### src/hw/rtl/ibm_pkg.sv
// Shared types and constants of the I2C bit-level master.
package ibm_pkg;

    localparam int unsigned OP_W      = 3;
    localparam int unsigned BYTE_W    = 8;
    localparam int unsigned CFG_IDX_W = 1;
    localparam int unsigned CFG_DAT_W = 8;
    localparam int unsigned S_DATA_W  = 16;
    localparam int unsigned M_DATA_W  = 16;
    localparam int unsigned DELAY_W   = 12;

    localparam logic [OP_W-1:0] OP_NONE  = 3'd0;
    localparam logic [OP_W-1:0] OP_START = 3'd1;
    localparam logic [OP_W-1:0] OP_STOP  = 3'd2;
    localparam logic [OP_W-1:0] OP_WRITE = 3'd3;
    localparam logic [OP_W-1:0] OP_WAIT  = 3'd4;
    localparam logic [OP_W-1:0] OP_READ  = 3'd5;

    localparam logic [CFG_IDX_W-1:0] REG_TICKS_PER_US = 1'd0;
    localparam logic [CFG_IDX_W-1:0] REG_ACK_TIMEOUT  = 1'd1;

    localparam logic [CFG_DAT_W-1:0] TICKS_RESET       = 8'd1;
    localparam logic [CFG_DAT_W-1:0] ACK_TIMEOUT_RESET = 8'd250;
    localparam logic [BYTE_W-1:0]    MSB_MASK          = 8'h80;

    typedef struct packed {
        logic              scl_level;
        logic              sda_release;
        logic              busy_res;
        logic              done_res;
        logic [BYTE_W-1:0] rx_byte;
        logic              no_ack;
    } res_t;

endpackage

### src/hw/rtl/ibm_seq.sv
// Bus step sequencer: sequence state and one-tick next-state logic.
module ibm_seq
    import ibm_pkg::*;
(
    input  logic                 clk,
    input  logic                 rst_n,
    input  logic                 en,
    input  logic [OP_W-1:0]      op,
    input  logic [BYTE_W-1:0]    tx_byte,
    input  logic                 ack_after_read,
    input  logic                 sda_level,
    input  logic [CFG_DAT_W-1:0] ticks_per_us,
    input  logic [CFG_DAT_W-1:0] ack_timeout,
    output res_t                 res
);

    typedef enum logic [4:0] {
        ST_IDLE, ST_START_A, ST_START_B, ST_STOP_A, ST_STOP_B, ST_STOP_C,
        ST_TSTOP_A, ST_TSTOP_B, ST_TSTOP_C, ST_WR_LOW1, ST_WR_HIGH, ST_WR_LOW2,
        ST_WA_REL, ST_WA_HIGH, ST_WA_POLL, ST_RD_LOW, ST_RD_HIGH, ST_ACK_LOW,
        ST_ACK_HIGH
    } step_t;

    step_t               step_reg, step_next;
    logic [DELAY_W-1:0]  delay_reg, delay_next;
    logic [3:0]          bit_reg, bit_next;
    logic [BYTE_W-1:0]   shift_reg, shift_next;
    logic [7:0]          wait_reg, wait_next;
    logic                scl_reg, scl_next;
    logic                sda_reg, sda_next;
    logic                ack_reg, ack_next;
    logic [BYTE_W-1:0]   rx_reg, rx_next;

    logic                go;
    step_t               go_step;
    logic                go_scl;
    logic                go_sda;
    logic [2:0]          go_us;
    logic                fin;
    logic                fin_scl;
    logic                fin_sda;
    logic                done;
    logic                nack;
    logic [3:0]          bit_inc;
    logic [CFG_DAT_W-1:0] tpu;
    logic [10:0]         prod;

    assign tpu     = (ticks_per_us == '0) ? TICKS_RESET : ticks_per_us;
    assign prod    = 11'(go_us) * 11'(tpu);
    assign bit_inc = bit_reg + 4'd1;

    always_comb
    begin
        go      = 1'b0;
        go_step = ST_IDLE;
        go_scl  = 1'b1;
        go_sda  = 1'b1;
        go_us   = 3'd0;
        fin     = 1'b0;
        fin_scl = 1'b1;
        fin_sda = 1'b1;
        nack    = 1'b0;
        bit_next   = bit_reg;
        shift_next = shift_reg;
        wait_next  = wait_reg;
        ack_next   = ack_reg;
        rx_next    = rx_reg;
        delay_next = delay_reg;

        if (step_reg == ST_IDLE)
        begin
            if (op >= OP_START && op <= OP_READ)
            begin
                bit_next  = '0;
                wait_next = '0;
            end
            unique case (op)
                OP_START:
                begin
                    go = 1'b1; go_step = ST_START_A; go_scl = 1'b1; go_sda = 1'b1;
                    go_us = 3'd5;
                end
                OP_STOP:
                begin
                    go = 1'b1; go_step = ST_STOP_A; go_scl = 1'b0; go_sda = 1'b0;
                    go_us = 3'd4;
                end
                OP_WRITE:
                begin
                    shift_next = tx_byte;
                    go = 1'b1; go_step = ST_WR_LOW1; go_scl = 1'b0;
                    go_sda = tx_byte[BYTE_W-1]; go_us = 3'd2;
                end
                OP_WAIT:
                begin
                    go = 1'b1; go_step = ST_WA_REL; go_scl = scl_reg; go_sda = 1'b1;
                    go_us = 3'd1;
                end
                OP_READ:
                begin
                    shift_next = '0;
                    ack_next   = ack_after_read;
                    go = 1'b1; go_step = ST_RD_LOW; go_scl = 1'b0; go_sda = 1'b1;
                    go_us = 3'd2;
                end
                default:
                begin
                end
            endcase
        end
        else if (step_reg != ST_WA_POLL && delay_reg != '0)
        begin
            delay_next = delay_reg - 1'b1;
        end
        else
        begin
            unique case (step_reg)
                ST_START_A:
                begin
                    go = 1'b1; go_step = ST_START_B; go_scl = 1'b1; go_sda = 1'b0;
                    go_us = 3'd4;
                end
                ST_START_B:
                begin
                    fin = 1'b1; fin_scl = 1'b0; fin_sda = 1'b0;
                end
                ST_STOP_A, ST_TSTOP_A:
                begin
                    go = 1'b1;
                    go_step = (step_reg == ST_STOP_A) ? ST_STOP_B : ST_TSTOP_B;
                    go_scl = 1'b1; go_sda = 1'b0; go_us = 3'd2;
                end
                ST_STOP_B, ST_TSTOP_B:
                begin
                    go = 1'b1;
                    go_step = (step_reg == ST_STOP_B) ? ST_STOP_C : ST_TSTOP_C;
                    go_scl = 1'b1; go_sda = 1'b1; go_us = 3'd5;
                end
                ST_STOP_C:
                begin
                    fin = 1'b1; fin_scl = 1'b1; fin_sda = 1'b1;
                end
                ST_TSTOP_C:
                begin
                    fin = 1'b1; fin_scl = 1'b1; fin_sda = 1'b1;
                    nack = 1'b1;
                end
                ST_WR_LOW1:
                begin
                    go = 1'b1; go_step = ST_WR_HIGH; go_scl = 1'b1;
                    go_sda = shift_reg[BYTE_W-1]; go_us = 3'd2;
                end
                ST_WR_HIGH:
                begin
                    go = 1'b1; go_step = ST_WR_LOW2; go_scl = 1'b0;
                    go_sda = shift_reg[BYTE_W-1]; go_us = 3'd2;
                end
                ST_WR_LOW2:
                begin
                    bit_next = bit_inc;
                    if (bit_inc >= 4'd8)
                    begin
                        fin = 1'b1; fin_scl = 1'b0; fin_sda = shift_reg[BYTE_W-1];
                    end
                    else
                    begin
                        shift_next = {shift_reg[BYTE_W-2:0], 1'b0};
                        go = 1'b1; go_step = ST_WR_LOW1; go_scl = 1'b0;
                        go_sda = shift_reg[BYTE_W-2]; go_us = 3'd2;
                    end
                end
                ST_WA_REL:
                begin
                    go = 1'b1; go_step = ST_WA_HIGH; go_scl = 1'b1; go_sda = 1'b1;
                    go_us = 3'd1;
                end
                ST_WA_HIGH:
                begin
                    go = 1'b1; go_step = ST_WA_POLL; go_scl = 1'b1; go_sda = 1'b1;
                    go_us = 3'd0;
                end
                ST_WA_POLL:
                begin
                    if (!sda_level)
                    begin
                        fin = 1'b1; fin_scl = 1'b0; fin_sda = 1'b1;
                    end
                    else if (wait_reg >= ack_timeout)
                    begin
                        go = 1'b1; go_step = ST_TSTOP_A; go_scl = 1'b0; go_sda = 1'b0;
                        go_us = 3'd4;
                    end
                    else
                    begin
                        wait_next = wait_reg + 8'd1;
                    end
                end
                ST_RD_LOW:
                begin
                    shift_next = {shift_reg[BYTE_W-2:0], sda_level};
                    go = 1'b1; go_step = ST_RD_HIGH; go_scl = 1'b1; go_sda = 1'b1;
                    go_us = 3'd1;
                end
                ST_RD_HIGH:
                begin
                    bit_next = bit_inc;
                    if (bit_inc >= 4'd8)
                    begin
                        rx_next = shift_reg;
                        go = 1'b1; go_step = ST_ACK_LOW; go_scl = 1'b0;
                        go_sda = ~ack_reg; go_us = 3'd2;
                    end
                    else
                    begin
                        go = 1'b1; go_step = ST_RD_LOW; go_scl = 1'b0; go_sda = 1'b1;
                        go_us = 3'd2;
                    end
                end
                ST_ACK_LOW:
                begin
                    go = 1'b1; go_step = ST_ACK_HIGH; go_scl = 1'b1;
                    go_sda = ~ack_reg; go_us = 3'd2;
                end
                ST_ACK_HIGH:
                begin
                    fin = 1'b1; fin_scl = 1'b0; fin_sda = ~ack_reg;
                end
                default:
                begin
                    fin = 1'b1; fin_scl = 1'b1; fin_sda = 1'b1;
                end
            endcase
        end

        step_next = step_reg;
        scl_next  = scl_reg;
        sda_next  = sda_reg;
        done      = 1'b0;
        if (go)
        begin
            step_next  = go_step;
            scl_next   = go_scl;
            sda_next   = go_sda;
            delay_next = (go_us == 3'd0) ? '0 : (DELAY_W'(prod) - 1'b1);
        end
        else if (fin)
        begin
            step_next = ST_IDLE;
            scl_next  = fin_scl;
            sda_next  = fin_sda;
            done      = 1'b1;
        end
    end

    assign res.scl_level   = scl_next;
    assign res.sda_release = sda_next;
    assign res.busy_res    = (step_next != ST_IDLE);
    assign res.done_res    = done;
    assign res.rx_byte     = rx_next;
    assign res.no_ack      = nack;

    always_ff @(posedge clk or negedge rst_n)
    begin
        if (!rst_n)
        begin
            step_reg  <= ST_IDLE;
            delay_reg <= '0;
            bit_reg   <= '0;
            shift_reg <= '0;
            wait_reg  <= '0;
            scl_reg   <= 1'b1;
            sda_reg   <= 1'b1;
            ack_reg   <= 1'b0;
            rx_reg    <= '0;
        end
        else if (en)
        begin
            step_reg  <= step_next;
            delay_reg <= delay_next;
            bit_reg   <= bit_next;
            shift_reg <= shift_next;
            wait_reg  <= wait_next;
            scl_reg   <= scl_next;
            sda_reg   <= sda_next;
            ack_reg   <= ack_next;
            rx_reg    <= rx_next;
        end
    end

endmodule

### src/hw/rtl/i2c_bit_level_master.sv
// Top level of the I2C bit-level master: stream ports, config, item registers.
//
// channel  | dir | handshake          | payload
// s_*      | in  | s_tvalid/s_tready  | s_tuser: op; s_tdata: tx_byte, ack_after_read, sda_level
// m_*      | out | m_tvalid/m_tready  | m_tdata: scl_level .. no_ack
// cfg_*    | in  | cfg_we             | cfg_addr, cfg_wdata
//
// One tick item per clock while m_tready does not stall; each item passes the input register,
// then the combinational step logic, then the result register.
// rst_n clears the sequencer to idle with both bus lines released high,
// and config to 1 tick per microsecond and an ack timeout of 250.
// A stalled m_tready holds the result; the input register takes one more item.
module i2c_bit_level_master
    import ibm_pkg::*;
(
    input  logic                 clk,
    input  logic                 rst_n,
    input  logic                 s_tvalid,
    output logic                 s_tready,
    input  logic [S_DATA_W-1:0]  s_tdata,   // [7:0] tx_byte, [8] ack_after_read, [9] sda_level
    input  logic [OP_W-1:0]      s_tuser,   // [2:0] op
    output logic                 m_tvalid,
    input  logic                 m_tready,
    output logic [M_DATA_W-1:0]  m_tdata,   // [0] scl_level, [1] sda_release, [2] busy_res,
                                            // [3] done_res, [11:4] rx_byte, [12] no_ack
    input  logic                 cfg_we,
    input  logic [CFG_IDX_W-1:0] cfg_addr,
    input  logic [CFG_DAT_W-1:0] cfg_wdata
);

    logic                 in_valid_reg;
    logic [S_DATA_W-1:0]  in_data_reg;
    logic [OP_W-1:0]      in_op_reg;
    logic                 out_valid_reg;
    res_t                 out_reg;
    res_t                 res;
    logic                 en;
    logic                 take;
    logic [CFG_DAT_W-1:0] ticks_reg;
    logic [CFG_DAT_W-1:0] timeout_reg;

    assign en       = in_valid_reg && (!out_valid_reg || m_tready);
    assign s_tready = !in_valid_reg || en;
    assign take     = s_tvalid && s_tready;
    assign m_tvalid = out_valid_reg;
    assign m_tdata  = {3'b000, out_reg.no_ack, out_reg.rx_byte, out_reg.done_res,
                       out_reg.busy_res, out_reg.sda_release, out_reg.scl_level};

    ibm_seq u_seq (
        .clk            (clk),
        .rst_n          (rst_n),
        .en             (en),
        .op             (in_op_reg),
        .tx_byte        (in_data_reg[7:0]),
        .ack_after_read (in_data_reg[8]),
        .sda_level      (in_data_reg[9]),
        .ticks_per_us   (ticks_reg),
        .ack_timeout    (timeout_reg),
        .res            (res)
    );

    always_ff @(posedge clk or negedge rst_n)
    begin
        if (!rst_n)
        begin
            ticks_reg   <= TICKS_RESET;
            timeout_reg <= ACK_TIMEOUT_RESET;
        end
        else if (cfg_we)
        begin
            unique case (cfg_addr)
                REG_TICKS_PER_US: ticks_reg   <= cfg_wdata;
                REG_ACK_TIMEOUT:  timeout_reg <= cfg_wdata;
                default:
                begin
                end
            endcase
        end
    end

    always_ff @(posedge clk or negedge rst_n)
    begin
        if (!rst_n)
        begin
            in_valid_reg  <= 1'b0;
            out_valid_reg <= 1'b0;
        end
        else
        begin
            if (take)
                in_valid_reg <= 1'b1;
            else if (en)
                in_valid_reg <= 1'b0;
            if (en)
                out_valid_reg <= 1'b1;
            else if (m_tready)
                out_valid_reg <= 1'b0;
        end
    end

    always_ff @(posedge clk)
    begin
        if (take)
        begin
            in_data_reg <= s_tdata;
            in_op_reg   <= s_tuser;
        end
        if (en)
            out_reg <= res;
    end

endmodule

### config.mk
export PLATFORM = sky130hd
export DESIGN_NAME = i2c_bit_level_master
export DESIGN_NICKNAME = d
export VERILOG_FILES = /design/src/hw/rtl/ibm_pkg.sv /design/src/hw/rtl/ibm_seq.sv /design/src/hw/rtl/i2c_bit_level_master.sv
export SDC_FILE = /design/constraint.sdc
export NUM_CORES = 1
export LEC_CHECK = 0
export BUFFER_PORTS_ARGS = -buffer_cell sky130_fd_sc_hd__buf_2
export CELL_PAD_IN_SITES_DETAIL_PLACEMENT = 1
export CELL_PAD_IN_SITES_GLOBAL_PLACEMENT = 1
export CORE_ASPECT_RATIO = 1.5
export CORE_UTILIZATION = 50
export CTS_BUF_LIST = sky130_fd_sc_hd__clkbuf_16
export CTS_CLUSTER_DIAMETER = 120
export DETAILED_ROUTE_END_ITERATION = 10
export GPL_TIMING_DRIVEN = 0
export PLACE_DENSITY_LB_ADDON = 0.05
export RECOVER_POWER = 100
export SYNTH_ARGS = -nofsm -noshare
export SYNTH_HDL_FRONTEND = slang
export SYNTH_SLANG_ARGS = --single-unit
### constraint.sdc
create_clock -name clk -period 13.56 [get_ports clk]
set_clock_uncertainty 0.1 [all_clocks]
set_input_delay 0 -clock clk [delete_from_list [all_inputs] [get_ports clk]]
set_output_delay 0 -clock clk [all_outputs]
set_load 0.01 [all_outputs]
==> results of run 1 <==
cells in the mapped netlist (7+ instances only):
master,instances,area share [%]
ha_1,31,6.5
nor2_1,43,2.7
nand2b_1,16,1.7
clkbuf_1,15,0.94
edfxtp_1,26,13
nand4_1,7,0.73
dfrtp_1,57,24
nor2b_1,9,0.94
a22o_1,11,1.6
buf_2,9,0.75
nand3_1,20,1.7
a21oi_1,24,2.0
inv_1,36,2.2
dfstp_2,9,3.9
a31oi_1,16,1.7
nand2_1,86,5.4
mux2_2,27,5.1
xnor2_1,9,1.3
o21ai_0,34,2.8
nor3_1,18,1.5
o21ai_1,7,0.58
and3_1,7,0.73
fa_1,7,2.3
xor2_1,11,1.6
a21o_1,9,1.1
worst paths after layout:
| check | from | to | slack [ns] | depth (start not counted) |
|---|---|---|---|---|
| max in group asynchronous | rst_n | u_seq.delay_reg[0] | 9.93 | 2 |
| hold reg to reg | u_seq.rx_reg[3] | u_seq.rx_reg[3] | 0.38 | 2 |
| hold / removal | cfg_we | timeout_reg[3] | 0.18 | 3 |
| setup reg to reg | u_seq.delay_reg[0] | u_seq.delay_reg[11] | 7.83 | 20 |
| setup / recovery | u_seq.delay_reg[0] | u_seq.delay_reg[11] | 7.83 | 20 |
| min in group asynchronous | rst_n | u_seq.rx_reg[4] | 1.36 | 2 |
power groups by stage:
stage,Sequential [mW],Clock (mW),Combinational [mW]
after global placement,0.426,0,0.587
after floorplan,0.410,0,0.448
final,0.428,0.257,0.612
after global routing,0.438,0.268,0.673
after CTS,0.427,0.259,0.623
after detailed placement,0.431,0,0.612
metrics by stage:
stage	area [µm²]	utilization (%)	power [mW]
finish	6890	59.4	1.30
global route	6890	59.4	1.38
CTS	6970	60.1	1.31
detailed placement	6410	55.3	1.04
global placement	6410	55.3	1.01
floorplan	6020	-	0.858
worst max-delay path: stages, from the launching register on:
cell and delay [ns]:
dfrtp_1 0.41, inv_1 0.08, ha_1 0.19, nor4b_1 0.43
nand4b_1 0.36, a2bb2oi_1 0.40, a21o_1 0.19, clkbuf_1 0.43
nand2_1 0.12, ha_1 0.31, inv_1 0.07, fa_1 0.53
fa_1 0.49, a21o_1 0.20, a211o_1 0.30, o211ai_1 0.12
a21oi_1 0.15, a31oi_1 0.21, xor2_1 0.19, o32ai_1 0.12
a22o_1 0.21
area by class of cell:
class,count,area [µm²],share of cell area (%)
Inverter,36,135,1.96
Sequential cell,92,2440,35.5
Timing Repair Buffer,66,429,6.23
Tap cell,150,188,2.73
Clock inverter,7,77.6,1.13
Multi-Input combinational cell,480,3220,46.7
Buffer,34,171,2.49
Clock buffer,9,225,3.27
metal layers:
metal / wire, µm / share of wire (%) / track usage [%] / vias to the layer above
met1: 6410 / 36 / 30.9 / 2590
met5: 0 / 0 / 0 / -
met2: 10100 / 56 / 59.6 / 134
li1: - / - / - / 2450
met4: 794 / 4.4 / 15.2 / 0
met3: 565 / 3.2 / 4.08 / 48
repair_timing:
action / in CTS / in global routing
hold buffers: 25 / 0
endpoints found under the hold margin: 88 / 0
endpoints found under the setup margin: 0 / 0
cell families (layout without fill, tap and decap cells):
family,after synthesis,in the layout,share of synthesized area [%]
xor+xnor,20,20,2.91
fa+ha+maj,38,38,8.78
other cells,1,3,0.0624
flops,92,92,40.7
compound gates,153,153,17.7
mux,27,27,5.06
buf+inv,70,152,5.18
simple gates,239,239,19.7
==> report_table.html, run 1 <==
<table>
<tr><th>Metric</th><th>Value</th></tr>
<tr><th colspan="2">STA</th></tr>
<tr><td>Hold Worst Slack</td><td>~0.18 ns</td></tr>
<tr><td>Worst setup slack after layout</td><td>7.83 ns</td></tr>
<tr><td>Actual slew at the worst max-slew pin</td><td>3.69 ns</td></tr>
<tr><td>Number of pins exceeding their max-slew limit in the final report</td><td>67</td></tr>
<tr><td>Final setup violating endpoints</td><td>0</td></tr>
<tr><td>Part of the cycle the worst path needs</td><td>42.3%</td></tr>
<tr><td>Final worst path period need</td><td>approximately 5.7 ns</td></tr>
<tr><td>Achievable Freq</td><td>0.175 GHz</td></tr>
<tr><td>Final count of hold timing violations</td><td>0</td></tr>
<tr><td>Relative slew margins</td><td>-146%</td></tr>
<tr><td>Setup TNS Final</td><td>0 ns</td></tr>
<tr><td>Setup repair after global routing missed its margin</td><td>false</td></tr>
<tr><th colspan="2">Power</th></tr>
<tr><td>Largest voltage drop on the vdd net</td><td>just over 0.00009 V</td></tr>
<tr><td>Cell Pwr Density</td><td>around 190 nW/µm²</td></tr>
<tr><td>Reported net switching power</td><td>0.565 mW</td></tr>
<tr><td>Design internal power</td><td>0.732 mW</td></tr>
<tr><td>Flop pwr share</td><td>between 30% and 40%</td></tr>
<tr><td>Leakage dissipation</td><td>2.98 nW</td></tr>
<tr><td>Logic gate share of total power</td><td>47.2%</td></tr>
<tr><td>Clock network power share</td><td>approximately 20%</td></tr>
<tr><td>Switching power as a share of total power</td><td>43.6%</td></tr>
<tr><th colspan="2">Clock network</th></tr>
<tr><td>Post-CTS setup buffer count</td><td>0</td></tr>
<tr><td>Number of buffers on the longest clock path</td><td>2</td></tr>
<tr><td>Number of levels the H-tree was split into</td><td>3</td></tr>
<tr><td>Root cell of the clock tree</td><td>clkbuf_16</td></tr>
<tr><td>CTS tree</td><td>built</td></tr>
<tr><td>Clk pin slew, worst setup/hold paths</td><td>0.08 ns</td></tr>
<tr><td>Clock buffer count from CTS</td><td>9</td></tr>
<tr><td>Insertion delay of the later-clocked pin in the worst-skew pair</td><td>0.35 ns</td></tr>
<tr><td>CTS resizes</td><td>0</td></tr>
<tr><td>Clk sinks</td><td>92</td></tr>
<tr><th colspan="2">Synth</th></tr>
<tr><td>Number of distinct standard cells referenced by the synthesized netlist</td><td>74</td></tr>
<tr><td>Gate count of the mapped netlist</td><td>640</td></tr>
<tr><td>Cell area after synthesis</td><td>~6000 µm²</td></tr>
<tr><td>Warnings from Yosys</td><td>0</td></tr>
<tr><td>Main flop type after synthesis</td><td>dfrtp_1</td></tr>
<tr><td>Average cell area after synthesis</td><td>9.39 µm²</td></tr>
<tr><td>Count of state elements after synthesis</td><td>92</td></tr>
<tr><td>Share of the yosys chip area belonging to registers</td><td>40.7%</td></tr>
<tr><td>Async set or reset register ratio after synthesis</td><td>a little under three quarters</td></tr>
<tr><td>Number of flops mapped to enable cells by yosys</td><td>26</td></tr>
<tr><th colspan="2">Layout</th></tr>
<tr><td>Final non-filler cell total</td><td>874</td></tr>
<tr><td>Fillers</td><td>between 1000 and 1500</td></tr>
<tr><td>Net count of the finished layout</td><td>roughly 800</td></tr>
<tr><td>Max reg flops</td><td>13</td></tr>
<tr><td>Most used cells in the layout excluding fill and tap cells</td><td>nand2_1, dfrtp_1, nor2_1, clkbuf_1, inv_1</td></tr>
<tr><td>Most common library cell in the layout ignoring fill and taps</td><td>nand2_1</td></tr>
<tr><td>Relative area change from synthesis to final layout</td><td>14.6%</td></tr>
<tr><td>Layout cell share with drive strength beyond 1</td><td>12.0%</td></tr>
<tr><td>Number of inserted diodes</td><td>0</td></tr>
<tr><th colspan="2">Die</th></tr>
<tr><td>Width of the chip</td><td>about 92 µm</td></tr>
<tr><td>Effective utilization at floorplan</td><td>~52%</td></tr>
<tr><td>Standard-cell row count</td><td>48</td></tr>
<tr><td>Full die area</td><td>roughly 12000 µm²</td></tr>
<tr><td>Core Region</td><td>11600 µm²</td></tr>
<tr><td>Die Y-Extent</td><td>136 µm</td></tr>
<tr><td># IOs</td><td>slightly above 50</td></tr>
<tr><th colspan="2">Global routing</th></tr>
<tr><td>Initial antenna violation count</td><td>0</td></tr>
<tr><td>Remaining global-route overflow</td><td>0</td></tr>
<tr><td>GR Util All Layers</td><td>30.4%</td></tr>
<tr><td>First-pass GRT wire length</td><td>29100 µm</td></tr>
<tr><td>Via count of the first global-routing pass</td><td>5638</td></tr>
<tr><td>Pin count of the biggest net entering global routing</td><td>67</td></tr>
<tr><th colspan="2">Route</th></tr>
<tr><td>Via-per-instance ratio</td><td>between 5 and 6</td></tr>
<tr><td>Vias after detailed routing</td><td>5222</td></tr>
<tr><td>Routed Antenna Nets</td><td>0</td></tr>
<tr><td>Remaining routing DRC violations</td><td>0</td></tr>
<tr><td>Total wirelength of the detailed-routed design</td><td>17900 µm</td></tr>
<tr><td>Number of iterations in the first detailed-routing pass</td><td>5</td></tr>
<tr><td>Initial DRC Count</td><td>201</td></tr>
<tr><td>Routed wire length per instance</td><td>20.4 µm</td></tr>
<tr><th colspan="2">Setup path</th></tr>
<tr><td>WP data required</td><td>13.70 ns</td></tr>
<tr><td>Startpoint types</td><td>flop</td></tr>
<tr><td>Critical path class</td><td>flop to flop</td></tr>
<tr><td>Crit path DAT</td><td>5.87 ns</td></tr>
<tr><td>Highest fanout seen on the critical path</td><td>10</td></tr>
<tr><td>Nature of the critical path endpoint</td><td>flop</td></tr>
<tr><th colspan="2">Run status</th></tr>
<tr><td>Failing checks</td><td>capacitance limit, slew limit</td></tr>
<tr><td>Run status</td><td>finished, violations left</td></tr>
<tr><th colspan="2">Run</th></tr>
<tr><td>Max cap viols</td><td>1</td></tr>
<tr><th colspan="2">Placement</th></tr>
<tr><td>Buffers added on ports</td><td>41</td></tr>
<tr><td>RePlAce Congestion</td><td>~0.93</td></tr>
<tr><td>Cell total after placement</td><td>833</td></tr>
<tr><td>Estimated wirelength of the detail-placed design</td><td>between 10000 and 15000 µm</td></tr>
<tr><td>Post-placement worst setup slack</td><td>slightly above 8 ns</td></tr>
<tr><th colspan="2">Worst hold path</th></tr>
<tr><td>Hold WC Path Type</td><td>input port to flop</td></tr>
</table>
No activity file was read; power rests on OpenSTA's default activity.
==> inputs of run 2 (changes only) <==
Settings changed: ABC_AREA set to 1, CORE_UTILIZATION 50 to 45.
Clock period 13.56 ns to 5.5 ns, I/O delays scaled along.
==> run 2 against run 1 <==
Net effect:
- the run still ends with capacitance limit, slew limit left
- synthesized area rose by 3.7%
- first-iteration DRC count rose by 19%
- fmax rose by 20%
- count of clock-buffer cells in the layout did not move
- final area rose by 4.5%
- worst setup slack got worse by 7.1 ns
- clock power rose to 2.5 times the previous value
- power rose to 2.6 times the previous value
- critical path type unchanged
==> report_table.html, run 2 <==
<table>
<tr><th>Metric</th><th>Value</th></tr>
<tr><th colspan="2">Run status</th></tr>
<tr><td>Run status</td><td>finished, violations left</td></tr>
<tr><td>Failing checks</td><td>capacitance limit, slew limit</td></tr>
<tr><th colspan="2">Setup path</th></tr>
<tr><td>Buf+Inv Stages, Crit Path</td><td>2</td></tr>
<tr><td>Number of cells on the critical path</td><td>26</td></tr>
<tr><td>Highest fanout seen on the critical path</td><td>10</td></tr>
<tr><td>Cell depth of the worst flop-to-flop path</td><td>26</td></tr>
<tr><td>Nature of the critical path endpoint</td><td>flop</td></tr>
<tr><td>Startpoint types</td><td>flop</td></tr>
<tr><td>Startpoint of the most critical register-to-register path</td><td>timeout_reg[3]</td></tr>
<tr><td>WP data required</td><td>5.65 ns</td></tr>
<tr><td>Slowest cell on crit path</td><td>fa_1</td></tr>
<tr><td>Startpoint of the most critical setup path</td><td>timeout_reg[3]</td></tr>
<tr><td>Endpoint of the worst register-to-register path</td><td>u_seq.delay_reg[9]</td></tr>
<tr><td>Dominant cell type by count on the critical path</td><td>nand2_1</td></tr>
<tr><td>Crit path DAT</td><td>4.92 ns</td></tr>
<tr><td>Family of cells with the greatest summed delay on the critical path</td><td>simple AND/OR/NAND/NOR gates</td></tr>
<tr><td>Critical path class</td><td>flop to flop</td></tr>
<tr><td>FF-to-FF setup slack</td><td>0.72 ns</td></tr>
<tr><td>Largest stage delay on the critical path</td><td>0.55 ns</td></tr>
<tr><th colspan="2">Synth</th></tr>
<tr><td>Async set or reset register ratio after synthesis</td><td>71.7%</td></tr>
<tr><td>Warnings from Yosys</td><td>0</td></tr>
<tr><td>Count of state elements after synthesis</td><td>between 90 and 100</td></tr>
<tr><td>Gate count of the mapped netlist</td><td>826</td></tr>
<tr><td>Synth cell count leaders</td><td>nand2_1, inv_1, nor2_1, dfrtp_1, o21ai_0</td></tr>
<tr><td>Post-synth top area cell</td><td>dfrtp_1</td></tr>
<tr><td>Combinational family with the most area after synthesis</td><td>simple AND/OR/NAND/NOR gates</td></tr>
<tr><td>Post-synthesis share of cell area spent on full adders, half adders and majority gates</td><td>8.47%</td></tr>
<tr><td>Synth area leaders</td><td>dfrtp_1, nand2_1, edfxtp_1, ha_1, inv_1</td></tr>
<tr><td>Proportion of netlist area held by the largest area contributor</td><td>22.9%</td></tr>
<tr><td>Main flop type after synthesis</td><td>dfrtp_1</td></tr>
<tr><td>Multiplexer share of the synthesized area</td><td>0%</td></tr>
<tr><td>Number of distinct standard cells referenced by the synthesized netlist</td><td>47</td></tr>
<tr><td>Average cell area after synthesis</td><td>7.55 µm²</td></tr>
<tr><td>Cell with the most instances after synthesis</td><td>nand2_1</td></tr>
<tr><td>Share of the yosys chip area belonging to registers</td><td>between 30% and 40%</td></tr>
<tr><td>Number of flops mapped to enable cells by yosys</td><td>26</td></tr>
<tr><td>Compound-Gate Fraction of Synth Area</td><td>10.0%</td></tr>
<tr><td>Area share of and/or/nand/nor cells after synthesis</td><td>30.3%</td></tr>
<tr><td>Cell area after synthesis</td><td>6240 µm²</td></tr>
<tr><td>Xor/xnor share of the synthesized area</td><td>2.51%</td></tr>
<tr><th colspan="2">Global routing</th></tr>
<tr><td>Initial antenna violation count</td><td>0</td></tr>
<tr><td>GR Util All Layers</td><td>28.3%</td></tr>
<tr><td>Remaining global-route overflow</td><td>0</td></tr>
<tr><td>Via count of the first global-routing pass</td><td>6474</td></tr>
<tr><td>Pin count of the biggest net entering global routing</td><td>67</td></tr>
<tr><td>First-pass GRT wire length</td><td>31700 µm</td></tr>
<tr><th colspan="2">Clock network</th></tr>
<tr><td>Number of buffers on the longest clock path</td><td>2</td></tr>
<tr><td>Post-CTS setup buffer count</td><td>0</td></tr>
<tr><td>Insertion delay of the later-clocked pin in the worst-skew pair</td><td>roughly 0.35 ns</td></tr>
<tr><td>Clk pin slew, worst setup/hold paths</td><td>0.08 ns</td></tr>
<tr><td>CTS resizes</td><td>0</td></tr>
<tr><td>Clk sinks</td><td>92</td></tr>
<tr><td>Clock buffer count from CTS</td><td>9</td></tr>
<tr><td>Root cell of the clock tree</td><td>clkbuf_16</td></tr>
<tr><td>Number of levels the H-tree was split into</td><td>3</td></tr>
<tr><td>CTS tree</td><td>built</td></tr>
<tr><th colspan="2">Power</th></tr>
<tr><td>Largest voltage drop on the vdd net</td><td>0.000232 V</td></tr>
<tr><td>Cell Pwr Density</td><td>472 nW/µm²</td></tr>
<tr><td>Total Power</td><td>about 3.4 mW</td></tr>
<tr><td>Clock network power share</td><td>19.1%</td></tr>
<tr><td>Logic gate share of total power</td><td>slightly above 50%</td></tr>
<tr><td>Reported net switching power</td><td>1.60 mW</td></tr>
<tr><td>Leakage dissipation</td><td>3.55 nW</td></tr>
<tr><td>Flop pwr share</td><td>29.4%</td></tr>
<tr><td>Design internal power</td><td>1.80 mW</td></tr>
<tr><td>Switching power as a share of total power</td><td>~47%</td></tr>
<tr><th colspan="2">STA</th></tr>
<tr><td>Achievable Freq</td><td>0.209 GHz</td></tr>
<tr><td>Setup TNS Final</td><td>0 ns</td></tr>
<tr><td>Number of pins exceeding their max-slew limit in the final report</td><td>67</td></tr>
<tr><td>Final worst path period need</td><td>4.78 ns</td></tr>
<tr><td>Part of the cycle the worst path needs</td><td>just under 90%</td></tr>
<tr><td>Relative slew margins</td><td>-156%</td></tr>
<tr><td>Actual slew at the worst max-slew pin</td><td>3.84 ns</td></tr>
<tr><td>Setup repair after global routing missed its margin</td><td>false</td></tr>
<tr><td>Final setup violating endpoints</td><td>0</td></tr>
<tr><td>Final count of hold timing violations</td><td>0</td></tr>
<tr><th colspan="2">Die</th></tr>
<tr><td>Die Y-Extent</td><td>146 µm</td></tr>
<tr><td># IOs</td><td>51</td></tr>
<tr><td>Effective utilization at floorplan</td><td>between 40 and 50%</td></tr>
<tr><td>Standard-cell row count</td><td>52</td></tr>
<tr><td>Core Region</td><td>13500 µm²</td></tr>
<tr><td>Full die area</td><td>14300 µm²</td></tr>
<tr><td>Width of the chip</td><td>slightly below 100 µm</td></tr>
<tr><th colspan="2">Route</th></tr>
<tr><td>Routed wire length per instance</td><td>17.5 µm</td></tr>
<tr><td>Number of iterations in the first detailed-routing pass</td><td>4</td></tr>
<tr><td>Initial DRC Count</td><td>240</td></tr>
<tr><td>Remaining routing DRC violations</td><td>0</td></tr>
<tr><td>Total wirelength of the detailed-routed design</td><td>18900 µm</td></tr>
<tr><td>Routed Antenna Nets</td><td>0</td></tr>
<tr><td>Via-per-instance ratio</td><td>5.34</td></tr>
<tr><td>Vias after detailed routing</td><td>5766</td></tr>
<tr><th colspan="2">Layout</th></tr>
<tr><td>Final cell area excluding filler cells</td><td>a little over 7000 µm²</td></tr>
<tr><td>Most common library cell in the layout ignoring fill and taps</td><td>nand2_1</td></tr>
<tr><td>Layout cell share with drive strength beyond 1</td><td>11.1%</td></tr>
<tr><td>Max reg flops</td><td>13</td></tr>
<tr><td>Most used cells in the layout excluding fill and tap cells</td><td>nand2_1, inv_1, nor2_1, o21ai_0, dfrtp_1</td></tr>
<tr><td>Relative area change from synthesis to final layout</td><td>15.3%</td></tr>
<tr><td>Net count of the finished layout</td><td>983</td></tr>
<tr><td>Number of inserted diodes</td><td>0</td></tr>
<tr><th colspan="2">Placement</th></tr>
<tr><td>Placed Instance Area</td><td>6650 µm²</td></tr>
<tr><td>Estimated wirelength of the detail-placed design</td><td>14000 µm</td></tr>
<tr><td>Buffers added on ports</td><td>41</td></tr>
<tr><td>RePlAce Congestion</td><td>approximately 0.88</td></tr>
<tr><th colspan="2">Worst hold path</th></tr>
<tr><td>Startpoint of the lowest-slack hold path</td><td>cfg_addr</td></tr>
<tr><td>Hold WC Path Type</td><td>input port to flop</td></tr>
<tr><td>Worst Hold End</td><td>ticks_reg[4]</td></tr>
<tr><td>Worst hold stages</td><td>5</td></tr>
<tr><th colspan="2">Run</th></tr>
<tr><td>Max cap viols</td><td>1</td></tr>
</table>
-- run 2: cell families after synthesis --
group	count (synthesis)
AO/OA/AOI/OAI	112
flip-flops	92
AND/OR/NAND/NOR	430
XOR/XNOR	17
other	1
buffers and inverters	136
adder cells (fa/ha/maj)	38
-- run 2: worst max-delay path by stage --
stage	end	slack [ns]
after floorplan	u_seq.delay_reg[9]	1.50
after global placement	u_seq.delay_reg[9]	0.97
after global routing	u_seq.delay_reg[9]	0.43
final	u_seq.delay_reg[9]	0.72
after CTS	u_seq.delay_reg[9]	0.81
after detailed placement	u_seq.delay_reg[9]	0.83
-- run 2: worst reg2reg max path, stage by stage (launching register included) --
cell and delay (ns):
dfstp_2 0.54, inv_1 0.05, ha_1 0.29, nand2_1 0.07, nor2_1 0.11, nor2_1 0.05, nand2_1 0.06, nand2_1 0.05
nand2_1 0.17, nand2_1 0.16, nand2_1 0.09, nand2_1 0.05, nand2_1 0.28, nand2_1 0.10, ha_1 0.33, fa_1 0.55
inv_1 0.04, ha_1 0.37, a21oi_1 0.22, nand2_1 0.12, a21oi_1 0.23, o21bai_1 0.11, or2_2 0.27, nand3_1 0.11
nand2_1 0.06, nand2_1 0.05, nand2_1 0.04
-- run 2: layout make-up --
type	count	area, µm²
well taps	162	203
clock inverters	7	76.3
fillers	1735	6340
repair buffers	73	503
plain buffers	21	144
flip-flops and latches	92	2440
inverters	115	435
clock buffers	9	225
multi-input cells	600	3160
-- run 2: layer usage --
metal	part of all wire [%]	GRT usage, %
met1	38	29.8
met2	56	55.0
met3	1.6	3.11
met4	4.1	13.2
met5	0	0
-- run 2: power by group through the flow --
| stage | Combinational, mW | Clock [mW] | Sequential, mW |
|---|---|---|---|
| 2_1_floorplan | 1.27 | 0 | 0.984 |
| 3_3_place_gp | 1.69 | 0 | 0.998 |
| 3_5_place_dp | 1.75 | 0 | 1.01 |
| 4_1_cts | 1.79 | 0.660 | 0.995 |
| 5_1_grt | 1.99 | 0.677 | 1.02 |
| 6_report | 1.75 | 0.648 | 0.997 |
-- run 2: timing repair --
action / in CTS / in global routing
hold buffers: 32 / 0
hold endpoints to repair: 88 / 0
endpoints found under the setup margin: 0 / 0
-- run 2: through the flow --
| stage | worst slack (ns) | utilization [%] | cells | hold WS, ns |
|---|---|---|---|---|
| after floorplan | 1.50 | - | 828 | -0.396 |
| after global placement | 0.965 | 49.1 | 1031 | 0.0768 |
| final | 0.722 | 53.2 | 1079 | 0.0301 |
| after CTS | 0.815 | 53.8 | 1079 | 0.00389 |
| after detailed placement | 0.827 | 49.2 | 1031 | 0.0783 |
| after global routing | 0.430 | 53.2 | 1079 | 0.0925 |
==> inputs of run 3 (changes only) <==
Settings changed: CAP_MARGIN set to 25, CORE_UTILIZATION 45 to 48.
Clock period 5.5 ns to 5.7 ns, I/O delays scaled along.
==> run 3 against run 2 <==
Net effect:
- the flow still finishes with violations (capacitance limit, slew limit)
- worst setup slack gained 0.036 ns
- clock power is 2% lower
- power decreased by 2.5%
- critical path depth unchanged
- count of clock-buffer cells in the layout is the same
- largest power group unchanged
==> report_table.html, run 3 (synthesized netlist as in run 2, its figures left out) <==
<table>
<tr><th>Metric</th><th>Value</th></tr>
<tr><th colspan="2">Power</th></tr>
<tr><td>Flop pwr share</td><td>29.2%</td></tr>
<tr><td>Cell Pwr Density</td><td>462 nW/µm²</td></tr>
<tr><td>Largest voltage drop on the vdd net</td><td>0.000217 V</td></tr>
<tr><td>Leakage dissipation</td><td>3.54 nW</td></tr>
<tr><td>Logic gate share of total power</td><td>between 50 and 60%</td></tr>
<tr><td>Clock network power share</td><td>19.1%</td></tr>
<tr><td>Switching power as a share of total power</td><td>47.7%</td></tr>
<tr><td>Design internal power</td><td>~1.7 mW</td></tr>
<tr><td>Reported net switching power</td><td>around 1.6 mW</td></tr>
<tr><th colspan="2">Global routing</th></tr>
<tr><td>Global routing's busiest layer</td><td>met2</td></tr>
<tr><td>Grt met2 use</td><td>~60%</td></tr>
<tr><td>Met3 Resource Use GR</td><td>4.66%</td></tr>
<tr><td>GR Util All Layers</td><td>between 30% and 40%</td></tr>
<tr><td>Remaining global-route overflow</td><td>0</td></tr>
<tr><td>First-pass GRT wire length</td><td>between 30000 and 40000 µm</td></tr>
<tr><td>Pin count of the biggest net entering global routing</td><td>67</td></tr>
<tr><td>Met1 Track Usage GR</td><td>32.1%</td></tr>
<tr><td>Via count of the first global-routing pass</td><td>~6500</td></tr>
<tr><td>Initial antenna violation count</td><td>0</td></tr>
<tr><th colspan="2">Layout</th></tr>
<tr><td>Layout cell share with drive strength beyond 1</td><td>about a tenth</td></tr>
<tr><td>Max reg flops</td><td>13</td></tr>
<tr><td>Most common library cell in the layout ignoring fill and taps</td><td>nand2_1</td></tr>
<tr><td>Fillers</td><td>1637</td></tr>
<tr><td>Fin util</td><td>57.0%</td></tr>
<tr><td>Net count of the finished layout</td><td>around 980</td></tr>
<tr><td>Final cell area excluding filler cells</td><td>7170 µm²</td></tr>
<tr><td>Area of the multi-input gates</td><td>3160 µm²</td></tr>
<tr><td>Final non-filler cell total</td><td>1074</td></tr>
<tr><td>Relative area change from synthesis to final layout</td><td>15.0%</td></tr>
<tr><td>Sequential cell area</td><td>2440 µm²</td></tr>
<tr><td>Most used cells in the layout excluding fill and tap cells</td><td>nand2_1, inv_1, nor2_1, o21ai_0, dfrtp_1</td></tr>
<tr><th colspan="2">Setup path</th></tr>
<tr><td>Startpoint types</td><td>flop</td></tr>
<tr><td>Largest stage delay on the critical path</td><td>between 0.5 and 0.6 ns</td></tr>
<tr><td>Number of cells on the critical path</td><td>26</td></tr>
<tr><td>WP data required</td><td>5.85 ns</td></tr>
<tr><td>Critical path class</td><td>flop to flop</td></tr>
<tr><td>Highest fanout seen on the critical path</td><td>10</td></tr>
<tr><td>Nature of the critical path endpoint</td><td>flop</td></tr>
<tr><td>Slowest cell on crit path</td><td>fa_1</td></tr>
<tr><td>Family of cells with the greatest summed delay on the critical path</td><td>simple AND/OR/NAND/NOR gates</td></tr>
<tr><td>Crit path DAT</td><td>5.10 ns</td></tr>
<tr><td>Dominant cell type by count on the critical path</td><td>nand2_1</td></tr>
<tr><td>Buf+Inv Stages, Crit Path</td><td>2</td></tr>
<tr><td>Cell depth of the worst flop-to-flop path</td><td>26</td></tr>
<tr><th colspan="2">Route</th></tr>
<tr><td>Initial DRC Count</td><td>221</td></tr>
<tr><td>Remaining routing DRC violations</td><td>0</td></tr>
<tr><td>Total wirelength of the detailed-routed design</td><td>20300 µm</td></tr>
<tr><td>Via-per-instance ratio</td><td>5.48</td></tr>
<tr><td>Routed wire length per instance</td><td>~19 µm</td></tr>
<tr><td>Number of iterations in the first detailed-routing pass</td><td>4</td></tr>
<tr><td>Vias after detailed routing</td><td>5883</td></tr>
<tr><td>Routed Antenna Nets</td><td>0</td></tr>
<tr><th colspan="2">STA</th></tr>
<tr><td>Final worst path period need</td><td>4.94 ns</td></tr>
<tr><td>Setup TNS Final</td><td>0 ns</td></tr>
<tr><td>Final count of hold timing violations</td><td>0</td></tr>
<tr><td>Relative slew margins</td><td>-154%</td></tr>
<tr><td>Final setup violating endpoints</td><td>0</td></tr>
<tr><td>Number of pins exceeding their max-slew limit in the final report</td><td>67</td></tr>
<tr><td>Setup repair after global routing missed its margin</td><td>false</td></tr>
<tr><td>Actual slew at the worst max-slew pin</td><td>3.81 ns</td></tr>
<tr><td>Part of the cycle the worst path needs</td><td>between 80 and 90%</td></tr>
<tr><td>Achievable Freq</td><td>0.202 GHz</td></tr>
<tr><th colspan="2">Die</th></tr>
<tr><td>Die Y-Extent</td><td>roughly 140 µm</td></tr>
<tr><td>Standard-cell row count</td><td>50</td></tr>
<tr><td># IOs</td><td>roughly 50</td></tr>
<tr><td>Full die area</td><td>around 13000 µm²</td></tr>
<tr><td>Effective utilization at floorplan</td><td>49.6%</td></tr>
<tr><td>Core Region</td><td>12600 µm²</td></tr>
<tr><td>Width of the chip</td><td>about 95 µm</td></tr>
<tr><th colspan="2">Clock network</th></tr>
<tr><td>Clock buffer count from CTS</td><td>9</td></tr>
<tr><td>Clk sinks</td><td>92</td></tr>
<tr><td>CTS resizes</td><td>0</td></tr>
<tr><td>Clk pin slew, worst setup/hold paths</td><td>roughly 0.080 ns</td></tr>
<tr><td>Root cell of the clock tree</td><td>clkbuf_16</td></tr>
<tr><td>Number of levels the H-tree was split into</td><td>3</td></tr>
<tr><td>Insertion delay of the later-clocked pin in the worst-skew pair</td><td>roughly 0.36 ns</td></tr>
<tr><td>Number of buffers on the longest clock path</td><td>2</td></tr>
<tr><td>CTS tree</td><td>built</td></tr>
<tr><th colspan="2">Placement</th></tr>
<tr><td>Placed Instance Area</td><td>about 6600 µm²</td></tr>
<tr><td>Cell total after placement</td><td>about 1000</td></tr>
<tr><td>Estimated wirelength of the detail-placed design</td><td>14300 µm</td></tr>
<tr><td>RePlAce Congestion</td><td>~0.9</td></tr>
<tr><td>Buffers added on ports</td><td>41</td></tr>
<tr><th colspan="2">Worst hold path</th></tr>
<tr><td>Worst hold stages</td><td>5</td></tr>
<tr><td>Hold WC Path Type</td><td>input port to flop</td></tr>
<tr><th colspan="2">Run</th></tr>
<tr><td>Max cap viols</td><td>1</td></tr>
<tr><th colspan="2">Run status</th></tr>
<tr><td>Run status</td><td>finished, violations left</td></tr>
<tr><td>Failing checks</td><td>capacitance limit, slew limit</td></tr>
</table>
[run 3: tightest hold or removal path: cells and delay by family]
kind            cells  cell delay (ns)
simple gates        2             0.24
buf+inv             2             0.15
compound gates      1             0.07
[run 3: cell type report]
| type | count | share of cell area (%) |
|---|---|---|
| antenna | 1 | 0.0349 |
| buffer | 21 | 1.95 |
| clock buffer | 9 | 3.14 |
| clock inverter | 7 | 1.06 |
| inverter | 115 | 6.07 |
| multi-input combinational | 600 | 44.0 |
| sequential | 92 | 34.1 |
| tap | 156 | 2.72 |
| timing repair buffer | 73 | 6.96 |
[run 3: layer usage]
metal | wire length, µm | part of all wire, %
met5 | 0 | 0
met4 | 1220 | 6.0
met3 | 538 | 2.7
met2 | 11200 | 55
met1 | 7310 | 36
[run 3: per-stage QoR]
stage	hold slack, ns	power (mW)	setup WS [ns]
after global placement	0.0773	2.58	1.19
after detailed placement	0.0669	2.67	1.01
after global routing	0.0820	3.55	0.418
final	0.0339	3.31	0.758
after floorplan	-0.396	2.18	1.70
after CTS	0.00890	3.33	0.947
[run 3: what timing repair did]
action | CTS | global route
endpoints found under the hold margin | 88 | 0
buffers inserted | 0 | 0
hold buffers | 32 | 0
[run 3: power by group through the flow]
stage               combinational (mW)  sequential, mW  clock [mW]
floorplan                         1.23           0.949           0
global placement                  1.62           0.963           0
detailed placement                1.70           0.974           0
CTS                               1.74           0.963       0.633
global route                      1.92           0.984       0.654
finish                            1.71           0.968       0.632
[run 3: worst paths after layout]
kind / slack, ns / start / end
max in group asynchronous: 1.95 / rst_n / u_seq.wait_reg[1]
hold reg to reg: 0.38 / u_seq.sda_reg / u_seq.sda_reg
hold / removal: 0.03 / cfg_addr / ticks_reg[5]
min in group asynchronous: 1.38 / rst_n / u_seq.delay_reg[6]
setup reg to reg: 0.76 / timeout_reg[3] / u_seq.delay_reg[9]
setup / recovery: 0.76 / timeout_reg[3] / u_seq.delay_reg[9]
